==> config.mk <==
export PLATFORM = sky130hd
export DESIGN_NAME = lzwc_ram
export DESIGN_NICKNAME = d
export VERILOG_FILES = /design/src/hdl/lzwc_ram.sv
export SDC_FILE = /design/constraint.sdc
export NUM_CORES = 2
export LEC_CHECK = 0
export ABC_AREA = 1
export BUFFER_PORTS_ARGS = -buffer_cell sky130_fd_sc_hd__buf_2
export CELL_PAD_IN_SITES_DETAIL_PLACEMENT = 0
export CELL_PAD_IN_SITES_GLOBAL_PLACEMENT = 2
export CORE_MARGIN = 1
export CORE_UTILIZATION = 42
export CTS_BUF_LIST = sky130_fd_sc_hd__clkbuf_4 sky130_fd_sc_hd__clkbuf_8
export DETAILED_ROUTE_END_ITERATION = 12
export PLACE_DENSITY_LB_ADDON = 0.1
export SYNTH_ARGS = -nofsm -noshare
export SYNTH_HDL_FRONTEND = slang
export SYNTH_SLANG_ARGS = --single-unit
==> constraint.sdc <==
create_clock -name clock -period 2 [get_ports clock]
set_input_delay 0.3 -clock clock [delete_from_list [all_inputs] [get_ports clock]]
set_output_delay 0.3 -clock clock [all_outputs]
set_load 0.01 [all_outputs]
==> src/hdl/lzwc_ram.sv <==
//------------------------------------------------------------------------------
// Generic simple dual-port RAM
// One write port, one read port, read data registered.
//------------------------------------------------------------------------------
`default_nettype none

module lzwc_ram #(
   parameter int WIDTH = 8,
   parameter int DEPTH = 256
) (
   input  wire logic                     clock,
   input  wire logic                     wr_en,
   input  wire logic [$clog2(DEPTH)-1:0] wr_addr,
   input  wire logic [WIDTH-1:0]         wr_data,
   input  wire logic                     rd_en,
   input  wire logic [$clog2(DEPTH)-1:0] rd_addr,
   output logic      [WIDTH-1:0]         rd_data
);

   logic [WIDTH-1:0] mem [DEPTH];

   // Write port
   always_ff @(posedge clock) begin
      if (wr_en) begin
         mem[wr_addr] <= wr_data;
      end
   end

   // Registered read port
   always_ff @(posedge clock) begin
      if (rd_en) begin
         rd_data <= mem[rd_addr];
      end
   end

endmodule : lzwc_ram

`default_nettype wire

### Word level (Yosys, flattened, before mapping)

Memories as Yosys holds them, arrays and structs flattened. A register that Yosys moved wholly into a read port is not among the register bits.
Index checks and enable logic that the tools add are counted.

| word-level totals | value |
|---|---|
| word-level logic and storage cells | 3 |
| flip-flop bits (word level) | 0 |
| memory bits (writable) | 2048 |
| input port bits | 27 |
| memories kept | 1 |

| cells by class | value |
|---|---|
| mux-type cells | 2 |

Memories:

| memory | depth | bits a word | read ports | clocked after Yosys merged registers in | write ports | line | text |
|---|---|---|---|---|---|---|---|
| mem | 256 | 8 | 1 | 1 | 1 | 20 | `logic [WIDTH-1:0] mem [DEPTH];` |

Operators by type and width:

| cell | count |
|---|---|
| $mux 1 | 2 |

### Logic depth before layout (Yosys ltp)

| depth | value |
|---|---|
| depth in word-level cells | 2 |
| depth in mapped cells | 15 |
| mapped depth without buffers | 11 |

### Worst setup path after synthesis

No wires, ideal clock.

| path | value |
|---|---|
| path type | input -> register |
| start point | in wr_en |
| end point | mem mem[162][0] (enable) |
| arrival | 1.421 ns |
| required time | 1.630 ns |
| buffers on the path | 2 |
| slack | 0.209 ns |
| cell stages on the path | 4 |
| cell sequence | clkbuf_1 nand3_1 clkbuf_1 nor2_1 |

| between the ends | value |
|---|---|
| cells in the longest elaborated chain, start to end | 2 |

RTL lines:

| element | line | text |
|---|---|---|
| from (decl) | 12 | `input wire logic wr_en,` |
| $mux 1 | 24 | `if (wr_en) begin` |
| $mux 1 (implied by the code) | 25 | `mem[wr_addr] <= wr_data;` |
| to (decl) | 20 |  |

No other way between the ends.

### Worst setup path after layout

| path | value |
|---|---|
| start point | reg rd_data[2], read port of mem |
| end point | out rd_data[2] |

RTL lines:

| element | line | text |
|---|---|---|
| from (decl) | 17 | `output logic [WIDTH-1:0] rd_data` |

No word-level cell between the ends.

==> flow_metrics.py <==
metrics = {
    "outcome": {
        "status": "complete, but fails checks",
        "failed_checks": "negative setup slack",
    },
    "pwr": {
        "p_seq_frac": 0.522,
        "p_clk_frac": 0.406,
        "p_switching_mw": 21.6,
        "p_int_mw": 69.5,
        "ir_worst_vdd_mv": 0.725,
        "p_comb_frac": 0.072,
        "power.density_nw_per_um2": 920,
        "p_sw_frac": 0.237,
        "cellLeakagePower_nw": 35.8,
    },
    "synth": {
        "syn-num-nets": 7030,
        "ys.warnings.count": 0,
        "synth_area_um2": 83500,
        "synth_area_leaders": "edfxtp_1 74%, nand3_1 12%, nand2_1 9.5%",
        "synth_largest_area_cell": "edfxtp_1",
        "synth.avg_cell_area_um2": 11.9,
        "synth_top_area_share": 0.740,
        "ys_seq_elements": 2056,
        "synthCells": 7003,
        "seq_area_frac_synth": 0.740,
        "synthDistinctLibCells": 13,
    },
    "die": {
        "num_rows": 163,
        "dieArea_um2": 201000,
        "die_h_um": 448,
        "ios": 35,
        "initial_core_util": 0.423,
        "dieWidth_um": 448,
        "core_area_um2": 197000,
    },
    "finish": {
        "nNetsFinal": 7678,
        "finalNonFillerCells": 10500,
        "drive_gt1_frac": 0.169,
        "final_util": 0.502,
        "synthToLayoutAreaGrowth_pct": 18.7,
    },
    "detailed_routing": {
        "routed_wl_mm": 265,
        "ant_nets": 0,
        "num_vias": 56400,
        "viasPerCell": 5.35,
        "drtPass1Iterations": 5,
        "wl_per_cell_um": 25.1,
        "drc": 0,
        "drtIter0Drc": 4933,
    },
    "timing": {
        "slew_headroom": 0.592,
        "drv_slew": 0,
        "final.min_clock_period_ns": 2.29,
        "hold_viol": 0,
        "setup_viol": 8,
        "tightestPinTransition_ns": 0.612,
        "rsz0062_at_grt": "yes",
        "fin_ws_ns": -0.287,
        "hold_ws_ns": 0.127,
        "max_freq_mhz": 437,
        "fin_worst_skew_ns": 0.0365,
        "fin_crit_sh": 1.14,
    },
    "grt": {
        "antenna_found_initial": 11,
        "grt_util_all_layers": 0.264,
        "grt_pass1_wl_mm": 385,
        "grt_pass1_vias": 55000,
        "gr-total-overflow": 0,
        "grt_max_degree": 92,
    },
    "setup_path": {
        "crit_path_end_kind": "output port",
        "worst-path-buf-inv": 1,
        "path_class": "reg -> out",
        "required_ns": 1.70,
        "worst_ep_arrival_time_ns": 1.99,
        "max_stage_delay_ns": 0.69,
        "cp_max_fo": 1,
        "slowest_stage": "edfxtp_1",
        "path_delay_family": "flip-flops",
        "worstSetupStartpointType": "register",
        "path_cells": "buf_2",
    },
    "place": {
        "dp.cells": 9912,
        "gp_congestion": 0.839,
        "dp_hpwl_mm": 166,
        "port_buffers": 34,
    },
    "clock_network": {
        "cts.path.max_buffers": 4,
        "post-cts-setup-buffers": 0,
        "cts.sinks": 2056,
        "clkTransAtPathRegs_ns": 0.06,
        "cts_root_buf": "clkbuf_8",
        "cts_buffers": 366,
        "clk_latency_ns": 1.06,
        "cts_tree": "built",
        "htreeDepth": 5,
    },
    "flow_run": {
        "drv_cap": 0,
    },
    "hold_path": {
        "hold_path_class": "in -> reg",
    },
}
[final timing paths]
kind / slack, ns / to / startpoint / cells past startpoint
hold / removal: 0.13 / mem[87][3] / wr_addr[7] / 5
setup reg to reg: 0.09 / rd_data[0] / mem[46][0] / 10
setup / recovery: -0.29 / rd_data[2] / rd_data[2] / 1
hold reg to reg: 1.06 / rd_data[7] / mem[210][7] / 10
[metal layers]
metal,GRT usage,share of wire
met1,0.368,0.44
met2,0.431,0.48
met5,0,0.00011
met4,0.0842,0.029
met3,0.0340,0.050
[per-stage QoR]
| stage | power, mW | instance area, um2 | setup TNS [ns] | worst slack, ns |
|---|---|---|---|---|
| CTS | 92.0 | 98900 | -2.29 | -0.410 |
| global route | 94.2 | 99100 | -1.82 | -0.333 |
| finish | 91.1 | 99100 | -1.30 | -0.287 |
| floorplan | 51.4 | 83500 | 0 | 0.209 |
| global placement | 55.0 | 92100 | -7.27 | -0.976 |
| detailed placement | 55.0 | 92100 | -7.19 | -0.946 |
[flip-flops by register name, indices dropped and copies added (netlist names)]
name / flops
mem: 2048
rd_data: 8
[synthesized netlist by cell type]
cell type  instances
nand2_1         2123
edfxtp_1        2056
nand3_1         2019
nor2_1           283
buf_2            268
clkbuf_1         112
buf_4             46
buf_1             40
inv_1             36
buf_6             16
inv_2              2
buf_8              1
inv_4              1
[cells by family (layout without fill, tap and decap cells)]
kind of cell	Yosys count	in the layout	share of synthesized area
simple gates	4425	4425	0.229
flops	2056	2056	0.740
buf+inv	522	1414	0.0312
other cells	0	7	0
[area by class of cell]
class / instances / area (um2)
clock inverters: 131 / 748
diodes: 7 / 17.5
multi-input cells: 4425 / 19300
flip-flops and latches: 2056 / 61700
inverters: 39 / 183
well taps: 2640 / 3300
clock buffers: 481 / 5930
fillers: 17800 / 98400
repair buffers: 763 / 7810
[power groups by stage]
stage / combinational, mW / clock [mW] / sequential [mW]
detailed placement: 6.52 / 0 / 48.5
floorplan: 2.93 / 0 / 48.5
CTS: 6.57 / 37.9 / 47.6
global route: 7.01 / 39.6 / 47.6
finish: 6.52 / 37.0 / 47.6
global placement: 6.50 / 0 / 48.5
[what timing repair did]
action,in CTS,in global routing
hold buffers,11,0
endpoints found under the setup margin,15,15
endpoints found under the hold margin,2051,0
gates resized for setup,13,20
pin swaps,0,1
[layout by cell type, fill, tap and decap left out, drive strengths merged]
master	synthesis	final
nand2	2123	2123
edfxtp	2056	2056
nand3	2019	2019
buf	371	752
clkbuf	112	481
nor2	283	283
clkinv	0	117
inv	39	40
dlygate4sd3	0	11
diode	0	7
bufinv	0	7
clkinvlp	0	6
(Power assumes the default switching activity.)
